===== src/rtl/core/bcr_pkg.sv =====
`timescale 1ns / 1ps

package bcr_pkg;

    localparam int SAMPLE_BITS = 24;
    localparam int FRAC_BITS   = 16;

    // Row values and results are signed 32 bits.
    localparam int ROW_W  = 32;
    // Doubled Catmull-Rom coefficients grow by up to twelve times a point.
    localparam int COEF_W = ROW_W + 4;
    // Horner partial result: coefficient range plus headroom for rounding.
    localparam int H_W    = ROW_W + 8;
    localparam int PROD_W = H_W + FRAC_BITS + 1;
    localparam int ACC_W  = PROD_W + 1;

    localparam logic signed [H_W-1:0] ROW_MAX = {{(H_W-ROW_W+1){1'b0}}, {(ROW_W-1){1'b1}}};
    localparam logic signed [H_W-1:0] ROW_MIN = {{(H_W-ROW_W+1){1'b1}}, {(ROW_W-1){1'b0}}};

    localparam logic [1:0] ROW_FIRST = 2'd0;
    localparam logic [1:0] ROW_LAST  = 2'd3;

    typedef enum logic [2:0] {
        ST_IDLE,
        ST_COEF,
        ST_MUL,
        ST_ADD,
        ST_DONE
    } state_t;

    // Horner step: which coefficient is added after the multiply.
    typedef enum logic [1:0] {
        STEP_A1,
        STEP_A2,
        STEP_A3
    } step_t;

    typedef struct packed {
        logic       coef_load;
        logic       mul_en;
        logic       add_en;
        step_t      step;
        logic       pass_x;
        logic       row_store;
        logic       out_load;
        logic [1:0] row_idx;
    } ctrl_t;

endpackage


===== src/rtl/core/bcr_cubic_unit.sv =====
`timescale 1ns / 1ps

module bcr_cubic_unit import bcr_pkg::*; (
    input  logic                    aclk,
    input  ctrl_t                   ctrl,
    input  logic signed [ROW_W-1:0] p0,
    input  logic signed [ROW_W-1:0] p1,
    input  logic signed [ROW_W-1:0] p2,
    input  logic signed [ROW_W-1:0] p3,
    input  logic [FRAC_BITS-1:0]    frac,
    output logic signed [ROW_W-1:0] res,
    output logic                    clip
);

    logic signed [COEF_W-1:0] a1_reg, a2_reg, a3_reg;
    logic signed [H_W-1:0]    h_reg, h_next;
    logic signed [PROD_W-1:0] prod_reg, prod_next;

    logic signed [COEF_W-1:0] pe0, pe1, pe2, pe3;
    logic signed [COEF_W-1:0] a0_c, a1_c, a2_c, a3_c, c_sel;
    logic signed [FRAC_BITS:0] f_s;
    logic signed [ACC_W-1:0]  c_ext, rnd, sum, shifted;
    logic                     last_step;

    assign pe0 = COEF_W'(p0);
    assign pe1 = COEF_W'(p1);
    assign pe2 = COEF_W'(p2);
    assign pe3 = COEF_W'(p3);

    // Doubled coefficients, built from shifts and adds.
    assign a0_c = (pe1 <<< 1) + pe1 - (pe2 <<< 1) - pe2 + pe3 - pe0;
    assign a1_c = (pe0 <<< 1) - (pe1 <<< 2) - pe1 + (pe2 <<< 2) - pe3;
    assign a2_c = pe2 - pe0;
    assign a3_c = pe1 <<< 1;

    assign f_s       = $signed({1'b0, frac});
    assign prod_next = h_reg * f_s;

    always_comb begin
        case (ctrl.step)
            STEP_A1: c_sel = a1_reg;
            STEP_A2: c_sel = a2_reg;
            STEP_A3: c_sel = a3_reg;
            default: c_sel = a1_reg;
        endcase
    end

    // Last step also halves the doubled result; round to nearest, ties up.
    assign last_step = (ctrl.step == STEP_A3);
    assign c_ext     = ACC_W'(c_sel) <<< FRAC_BITS;
    assign rnd       = last_step ? (ACC_W'(1) <<< FRAC_BITS) : (ACC_W'(1) <<< (FRAC_BITS - 1));
    assign sum       = ACC_W'(prod_reg) + c_ext + rnd;
    assign shifted   = last_step ? (sum >>> (FRAC_BITS + 1)) : (sum >>> FRAC_BITS);

    always_comb begin
        h_next = h_reg;
        if (ctrl.coef_load) begin
            h_next = H_W'(a0_c);
        end else if (ctrl.add_en) begin
            h_next = shifted[H_W-1:0];
        end
    end

    always_ff @(posedge aclk) begin
        h_reg <= h_next;
        if (ctrl.coef_load) begin
            a1_reg <= a1_c;
            a2_reg <= a2_c;
            a3_reg <= a3_c;
        end
        if (ctrl.mul_en) begin
            prod_reg <= prod_next;
        end
    end

    // Saturate to the signed row range.
    always_comb begin
        if (h_reg > ROW_MAX) begin
            res  = ROW_MAX[ROW_W-1:0];
            clip = 1'b1;
        end else if (h_reg < ROW_MIN) begin
            res  = ROW_MIN[ROW_W-1:0];
            clip = 1'b1;
        end else begin
            res  = h_reg[ROW_W-1:0];
            clip = 1'b0;
        end
    end

endmodule


===== src/rtl/core/bcr_seq.sv =====
`timescale 1ns / 1ps

module bcr_seq import bcr_pkg::*; (
    input  logic  aclk,
    input  logic  aresetn,
    input  logic  s_valid,
    input  logic  out_free,
    output logic  s_ready,
    output ctrl_t ctrl
);

    state_t     state_reg, state_next;
    step_t      step_reg, step_next;
    logic       pass_x_reg, pass_x_next;
    logic [1:0] row_count_reg, row_count_next;

    always_ff @(posedge aclk) begin
        if (!aresetn) begin
            state_reg     <= ST_IDLE;
            step_reg      <= STEP_A1;
            pass_x_reg    <= 1'b0;
            row_count_reg <= ROW_FIRST;
        end else begin
            state_reg     <= state_next;
            step_reg      <= step_next;
            pass_x_reg    <= pass_x_next;
            row_count_reg <= row_count_next;
        end
    end

    always_comb begin
        state_next     = state_reg;
        step_next      = step_reg;
        pass_x_next    = pass_x_reg;
        row_count_next = row_count_reg;
        s_ready        = 1'b0;
        ctrl           = '0;
        ctrl.step      = step_reg;
        ctrl.pass_x    = pass_x_reg;
        ctrl.row_idx   = row_count_reg;

        unique case (state_reg)
            ST_IDLE: begin
                s_ready = 1'b1;
                if (s_valid) begin
                    state_next = ST_COEF;
                end
            end
            ST_COEF: begin
                ctrl.coef_load = 1'b1;
                step_next      = STEP_A1;
                state_next     = ST_MUL;
            end
            ST_MUL: begin
                ctrl.mul_en = 1'b1;
                state_next  = ST_ADD;
            end
            ST_ADD: begin
                ctrl.add_en = 1'b1;
                unique case (step_reg)
                    STEP_A1: begin
                        step_next  = STEP_A2;
                        state_next = ST_MUL;
                    end
                    STEP_A2: begin
                        step_next  = STEP_A3;
                        state_next = ST_MUL;
                    end
                    default: begin
                        state_next = ST_DONE;
                    end
                endcase
            end
            ST_DONE: begin
                if (!pass_x_reg) begin
                    ctrl.row_store = 1'b1;
                    if (row_count_reg == ROW_LAST) begin
                        pass_x_next = 1'b1;
                        state_next  = ST_COEF;
                    end else begin
                        row_count_next = row_count_reg + 2'd1;
                        state_next     = ST_IDLE;
                    end
                end else if (out_free) begin
                    ctrl.out_load  = 1'b1;
                    pass_x_next    = 1'b0;
                    row_count_next = ROW_FIRST;
                    state_next     = ST_IDLE;
                end
            end
            default: begin
                state_next = ST_IDLE;
            end
        endcase
    end

endmodule


===== src/rtl/core/bicubic_catmull_rom_interp_core.sv =====
`timescale 1ns / 1ps
// A row request is accepted in IDLE; s_ready returns once the sequencer has run COEF, three
// Horner steps (multiply, then add) and DONE. On the fourth row of a neighborhood DONE
// stores the row and an x pass (COEF, three steps, DONE) follows; m_valid is registered
// from DONE once no earlier result waits on m_ready. No new request is taken before the
// current one is through; both passes share the single multiplier, three steps per cubic.
// Reset (aresetn, synchronous, active low) returns to the first row with no result pending.

module bicubic_catmull_rom_interp_core import bcr_pkg::*; (
    input  logic                          aclk,
    input  logic                          aresetn,
    input  logic                          s_valid,
    output logic                          s_ready,
    input  logic [FRAC_BITS-1:0]          s_frac_x,
    input  logic [FRAC_BITS-1:0]          s_frac_y,
    input  logic signed [SAMPLE_BITS-1:0] s_sample_0,
    input  logic signed [SAMPLE_BITS-1:0] s_sample_1,
    input  logic signed [SAMPLE_BITS-1:0] s_sample_2,
    input  logic signed [SAMPLE_BITS-1:0] s_sample_3,
    output logic                          m_valid,
    input  logic                          m_ready,
    output logic signed [ROW_W-1:0]       m_value,
    output logic                          m_saturated
);

    ctrl_t ctrl;
    logic  out_free;
    logic  s_fire;

    // Captured request payload.
    logic [FRAC_BITS-1:0]          fx_reg, fy_reg;
    logic signed [SAMPLE_BITS-1:0] smp0_reg, smp1_reg, smp2_reg, smp3_reg;

    // Interpolated rows of the current neighborhood; rows 0..2 and the fourth.
    logic signed [ROW_W-1:0] row_val_reg [3];
    logic signed [ROW_W-1:0] last_row_reg;
    logic                    row_clip_reg, row_clip_next;

    logic                    m_valid_reg;
    logic signed [ROW_W-1:0] m_value_reg;
    logic                    m_saturated_reg;

    logic signed [ROW_W-1:0] p0, p1, p2, p3;
    logic [FRAC_BITS-1:0]    frac;
    logic signed [ROW_W-1:0] res;
    logic                    clip;

    assign s_fire   = s_valid && s_ready;
    // The output register can take a new result once the old one is gone.
    assign out_free = !m_valid_reg || m_ready;

    bcr_seq u_seq (
        .aclk     (aclk),
        .aresetn  (aresetn),
        .s_valid  (s_valid),
        .out_free (out_free),
        .s_ready  (s_ready),
        .ctrl     (ctrl)
    );

    // Feed the shared unit: samples along y for each row, stored rows along x on the last.
    always_comb begin
        if (ctrl.pass_x) begin
            p0   = row_val_reg[0];
            p1   = row_val_reg[1];
            p2   = row_val_reg[2];
            p3   = last_row_reg;
            frac = fx_reg;
        end else begin
            p0   = ROW_W'(smp0_reg);
            p1   = ROW_W'(smp1_reg);
            p2   = ROW_W'(smp2_reg);
            p3   = ROW_W'(smp3_reg);
            frac = fy_reg;
        end
    end

    bcr_cubic_unit u_cubic (
        .aclk (aclk),
        .ctrl (ctrl),
        .p0   (p0),
        .p1   (p1),
        .p2   (p2),
        .p3   (p3),
        .frac (frac),
        .res  (res),
        .clip (clip)
    );

    // Row clipping is sticky across one neighborhood; the first row restarts it.
    assign row_clip_next = ((ctrl.row_idx == ROW_FIRST) ? 1'b0 : row_clip_reg) | clip;

    always_ff @(posedge aclk) begin
        if (s_fire) begin
            fx_reg   <= s_frac_x;
            fy_reg   <= s_frac_y;
            smp0_reg <= s_sample_0;
            smp1_reg <= s_sample_1;
            smp2_reg <= s_sample_2;
            smp3_reg <= s_sample_3;
        end
        if (ctrl.row_store) begin
            if (ctrl.row_idx == ROW_LAST) begin
                last_row_reg <= res;
            end else begin
                row_val_reg[ctrl.row_idx] <= res;
            end
        end
        if (ctrl.out_load) begin
            m_value_reg     <= res;
            m_saturated_reg <= row_clip_reg | clip;
        end
    end

    always_ff @(posedge aclk) begin
        if (!aresetn) begin
            m_valid_reg  <= 1'b0;
            row_clip_reg <= 1'b0;
        end else begin
            if (ctrl.row_store) begin
                row_clip_reg <= row_clip_next;
            end
            // Hold the result until taken; load a new one only into a free register.
            if (ctrl.out_load) begin
                m_valid_reg <= 1'b1;
            end else if (m_ready) begin
                m_valid_reg <= 1'b0;
            end
        end
    end

    assign m_valid     = m_valid_reg;
    assign m_value     = m_value_reg;
    assign m_saturated = m_saturated_reg;

endmodule


===== config.mk =====
export PLATFORM = sky130hd
export DESIGN_NAME = bicubic_catmull_rom_interp_core
export DESIGN_NICKNAME = d
export VERILOG_FILES = /design/src/rtl/core/bcr_pkg.sv /design/src/rtl/core/bcr_cubic_unit.sv /design/src/rtl/core/bcr_seq.sv /design/src/rtl/core/bicubic_catmull_rom_interp_core.sv
export SDC_FILE = /design/constraint.sdc
export NUM_CORES = 2
export LEC_CHECK = 0
export ABC_AREA = 1
export BUFFER_PORTS_ARGS = -buffer_cell sky130_fd_sc_hd__buf_2
export CORE_UTILIZATION = 50
export DETAILED_ROUTE_END_ITERATION = 6
export HOLD_SLACK_MARGIN = 0.06
export MAX_ROUTING_LAYER = met4
export PLACE_DENSITY = 0.71
export SLEW_MARGIN = 20
export SYNTH_ARGS = -nofsm -noshare
export SYNTH_HDL_FRONTEND = slang
export SYNTH_SLANG_ARGS = --single-unit

===== constraint.sdc =====
create_clock -name aclk -period 20.1 [get_ports aclk]
set_clock_uncertainty 0.1 [all_clocks]
set_input_delay 4.02 -clock aclk [delete_from_list [all_inputs] [get_ports aclk]]
set_output_delay 4.02 -clock aclk [all_outputs]
set_load 0.01 [all_outputs]

After elaboration in Yosys (flattened, before gate mapping) --
Memories as Yosys holds them, arrays and structs flattened. Index checks and enable logic that the tools add are counted.
Word-level totals: register bits after elaboration 404, memory bits (writable) 96, input bits 132, output and inout bits 35, memories 1
Operators by class: add/sub/neg operators 13, multipliers 1, magnitude comparators 2, eq/ne operators 12, multiplexer cells 42, bitwise gates (word level) 2, reduce and logical (&&, ||, !) cells 14
Memories:
- row_val_reg | depth 3, width 32, read ports 3, clocked after Yosys merged registers in 0, wr ports 1, line bicubic_catmull_rom_interp_core.sv:35 | logic signed [ROW_W-1:0] row_val_reg [3];
Operator list (number):
- $mux W32 | 6
- $mux W40 | 3
- $sub A36 B32 Y36 | 3
- $pmux W36 S2 | 1
- $add A57 B18 Y57 | 1
- $add A57 B52 Y57 | 1
- $mul A40 B17 Y57 | 1
- $gt A40 B32 Y1 const B | 1
- $lt A40 B32 Y1 const B | 1
- $add A36 B32 Y36 | 1
- $add A36 B34 Y36 | 1
- $sub A35 B32 Y36 | 1
- $sub A33 B34 Y35 | 1
- $sub A34 B33 Y35 | 1
- $add A33 B32 Y34 | 1
- $sub A32 B32 Y33 | 1
- $mux W1 | 19
- $mux W17 | 1
- $mux W16 | 1
- $pmux W3 S5 | 1
- $mux W3 | 4
- $mux W2 | 4
- $pmux W2 S2 | 2
- $eq A3 B2 Y1 const B | 2
- 19 further kinds | 27

Longest topological paths before layout --
An unclocked memory read counts as a cell.
word-level depth 8, mapped depth 33

Cells and area by module --
From an unflattened synthesis, not the netlist that was laid out.
Second synthesis, totals: cell total of the unflattened synthesis 6770, area, all modules 56835.8 sq um
By module, submodules not included:
- bcr_cubic_unit | times used 1, cells an instance 5968, area each 45869.0 sq um, sequential area each 5495.3 sq um
- bicubic_catmull_rom_interp_core | times used 1, cells an instance 739, area each 10515.1 sq um, sequential area each 8718.4 sq um
- bcr_seq | times used 1, cells an instance 63, area each 451.7 sq um, sequential area each 160.2 sq um

Worst setup path after synthesis --
OpenSTA, ideal clock, no wires.
path type in2reg, start input s_valid, end register fx_reg[0], enable pin, library setup time 0.616 ns, arrival 9.331 ns, data required time 19.384 ns, path slack 10.053 ns, stages on the path 2, path buffers 0, cells stage by stage inv_1 > nor2_1
Between the ends: cells in the longest elaborated chain, start to end 1
RTL lines:
- from (decl) | line bicubic_catmull_rom_interp_core.sv:12 | input logic s_valid,
- $logic_and A1 B1 Y1 | line bicubic_catmull_rom_interp_core.sv:48 | assign s_fire = s_valid && s_ready;
- net s_fire | line bicubic_catmull_rom_interp_core.sv:28 | logic s_fire;
- to (signal assigned) | line bicubic_catmull_rom_interp_core.sv:95 | fx_reg <= s_frac_x;
- to (decl) | line bicubic_catmull_rom_interp_core.sv:31 | logic [FRAC_BITS-1:0] fx_reg, fy_reg;
The timed path passes the listed nets, and every way through them passes these cells. A chain may end at the register's enable or synchronous reset.

Worst setup path in the final report --
start register u_seq.pass_x_reg, end register u_cubic.prod_reg[56] (data pin)
Between the ends: cells in the longest elaborated chain, start to end 2
RTL lines:
- from (decl) | line bcr_seq.sv:14 | logic pass_x_reg, pass_x_next;
- from (signal assigned) | line bcr_seq.sv:26 | pass_x_reg <= pass_x_next;
- $mux W16 | line bicubic_catmull_rom_interp_core.sv:63 | if (ctrl.pass_x) begin
- $mul A40 B17 Y57 | line bcr_cubic_unit.sv:37 | assign prod_next = h_reg * f_s;
- net u_cubic.prod_next[56] | line bcr_cubic_unit.sv:17 | logic signed [PROD_W-1:0] prod_reg, prod_next;
- to (signal assigned) | line bcr_cubic_unit.sv:72 | prod_reg <= prod_next;
- to (decl) | line bcr_cubic_unit.sv:17
The timed path passes the listed nets, and every way through them passes these cells.

==> summary.md <==
| Metric | Value |
|---|---|
| CP Class | `reg -> reg` |
| # nets final | `8346` |
| Fin crit share | `0.406` |
| CTS tree | `built` |
| Final antenna-violating net count | `0` |
| Share of cells above drive strength 1 | `0.0793` |
| Htree depth | `2` |
| Clk slew on worst S/H paths | `60 ps` |
| Fillers | `10793` |
| Post-synth top cells | `inv_1 (1531), nand2_1 (1416), fa_1 (799)` |
| Footprint of the multi-input gates | `37500 um2` |
| Number of buffers and inverters on the critical path | `7` |
| Num rows | `124` |
| Largest net degree at the start of global routing | `94` |
| Clock sink count | `482` |
| Family with the most delay on the worst path | `adder cells` |
| Grt met2 use | `0.525` |
| Crit path from | `u_seq.pass_x_reg` |
| Via count | `48105` |
| Number of global-route vias before repair | `47924` |
| Post-synth cell types | `57` |
| Area growth, synth to finish | `7.75%` |
| Num CTS Buffers | `54` |
| Top cells by area, synth | `fa_1 (27%), edfxtp_1 (24%), inv_1 (9.9%)` |
| RSZ-0062 raised after global routing | `false` |
| GRT Total Usage | `0.383` |
| Count leader, synth | `inv_1` |
| Worst-Skew Late Latency | `690 ps` |
| Synth Warn # | `0` |
| Synth Net Count | `8236` |
| EDFF count, synth | `472` |
| Hold Crit Start | `u_seq.step_reg[0]` |
| Sequential fraction of the synthesis area | `0.247` |
| Synth top area share | `0.275` |
| Met3 Track Usage GR | `0.105` |
| Drt pass-1 iters | `6` |
| Remaining DRCs | `0` |
| Io pins | `167` |
| Initial antenna violation count | `14` |
| Post-cts gate resize count | `0` |
| Slew Viols, Final | `0` |
| Vias per std cell | `5.59` |
| Cts hold-fix bufs | `0` |
| Fmax | `122 MHz` |
| Largest register FFs | `96` |
| Post-DP Area | `60800 um2` |
| Worst r2r src | `u_seq.pass_x_reg` |
| Mapped cell area | `58200 um2` |
| Worst path slowest cell | `dfxtp_4` |
| CP Capture Type | `flop` |
| Post-synthesis cell count | `6921` |
| WL/cell | `25.1 um` |
| CP dominant cell by count | `fa_1` |
| Post-synth top area cell | `fa_1` |
| First-pass GRT wire length | `317000 um` |
| Post-route cell area | `62800 um2` |
| IO buf count | `166` |
| GRT Max-Usage Layer | `met1` |
| Critical Path RT | `20400 ps` |
| Longest Clk Path Bufs | `3` |
| Worst Path Max Fanout | `63` |
| Met1 Resource Use GR | `0.554` |
| Chip width | `343 um` |
| WL final | `216000 um` |
| Detail Placement HPWL | `179000 um` |
| FFs w/ async S/R, synth | `0` |
| Primary FF master, synth | `edfxtp_1` |
| Worst Setup Start Kind | `flop` |
| GRT overflow | `0` |
| Placer Congestion | `1.05` |
| Root Driver | `clkbuf_16` |
| Outcome | `finished, final reports clean` |
| Chip height | `343 um` |
| Worst Path Arrival | `8460 ps` |
| Max-slew headroom | `0.135` |
| Hold Slack | `389 ps` |
| Avg Cell Area, Syn | `8.42 um2` |
| Worst slew pin tran | `1280 ps` |
| Setup TNS | `0 ps` |
| Min-Delay Path Class | `reg -> reg` |
| Final setup violation count | `0` |
| Max cap viols | `0` |
| Iter 0 DRT Violations | `5435` |
| Die Area | `118000 um2` |
| Max incr delay on CP | `800 ps` |
| Sequential cell area | `14400 um2` |
| Core ar. | `115000 um2` |
| Fin crit period | `8170 ps` |
| Synthesis-stage register bit count | `482` |
| Post-CTS Setup Bufs | `0` |
| Starting Density | `0.507` |
| Final hold vios | `0` |
-- cell usage in the layout, fill, tap and decap left out, drive strengths merged, types with 23 or more instances in the layout --
cell type  count
a31oi         26
clkinv        31
a21oi        315
nand4         40
xor2         102
edfxtp       472
or2          104
o21bai        31
o21ai        338
xnor2         37
inv         1560
fa           799
a21o          23
nor3          36
nor2         675
buf          214
nand3        290
ha           384
clkbuf        59
nand2       1446
-- per-layer routing --
metal	up-vias	part of all wire
met3	357	0.12
met5	-	0
li1	21541	-
met4	0	0.033
met2	2498	0.41
met1	23709	0.44
-- through the flow --
stage,setup WS (ps),util,instances
6_report,11930,0.546,8604
5_1_grt,11610,0.546,8603
4_1_cts,12070,0.546,8589
3_3_place_gp,12200,0.529,8487
2_1_floorplan,10050,-,6921
3_5_place_dp,12120,0.529,8487
-- logic make-up (layout without fill, tap and decap cells) --
logic type,count (synthesis),count (layout),synth area share
simple gates,2619,2619,0.188
buf+inv,1719,1875,0.112
compound gates,776,776,0.0743
fa+ha+maj,1183,1183,0.357
mux,3,3,0.000516
other cells,0,15,0
xor+xnor,139,139,0.0209
flops,482,482,0.247
-- final timing paths --
path                            cells after the start  slack [ps]                    to
worst min register to register                      2         390     u_seq.step_reg[0]
worst max-delay path                               26       11930  u_cubic.prod_reg[56]
worst max register to register                     26       11930  u_cubic.prod_reg[56]
worst min-delay path                                2         390     u_seq.step_reg[0]
-- worst min-delay path, cell delays in order (launching register included) --
cell,delay (ps)
dfxtp_1,330
nand2_1,70
a21oi_1,50
-- cell type report --
type                    instances  share of cell area
clock inverters                43             0.00825
diodes                         15            0.000598
repair buffers                214              0.0190
inverters                    1559              0.0933
flip-flops and latches        482               0.229
clock buffers                  59              0.0222
well taps                    1512              0.0301
multi-input cells            4720               0.597
Power is left out: the tool's default activity adds up to more than one toggle a clock period on the data nets, which glitch-free logic cannot reach.
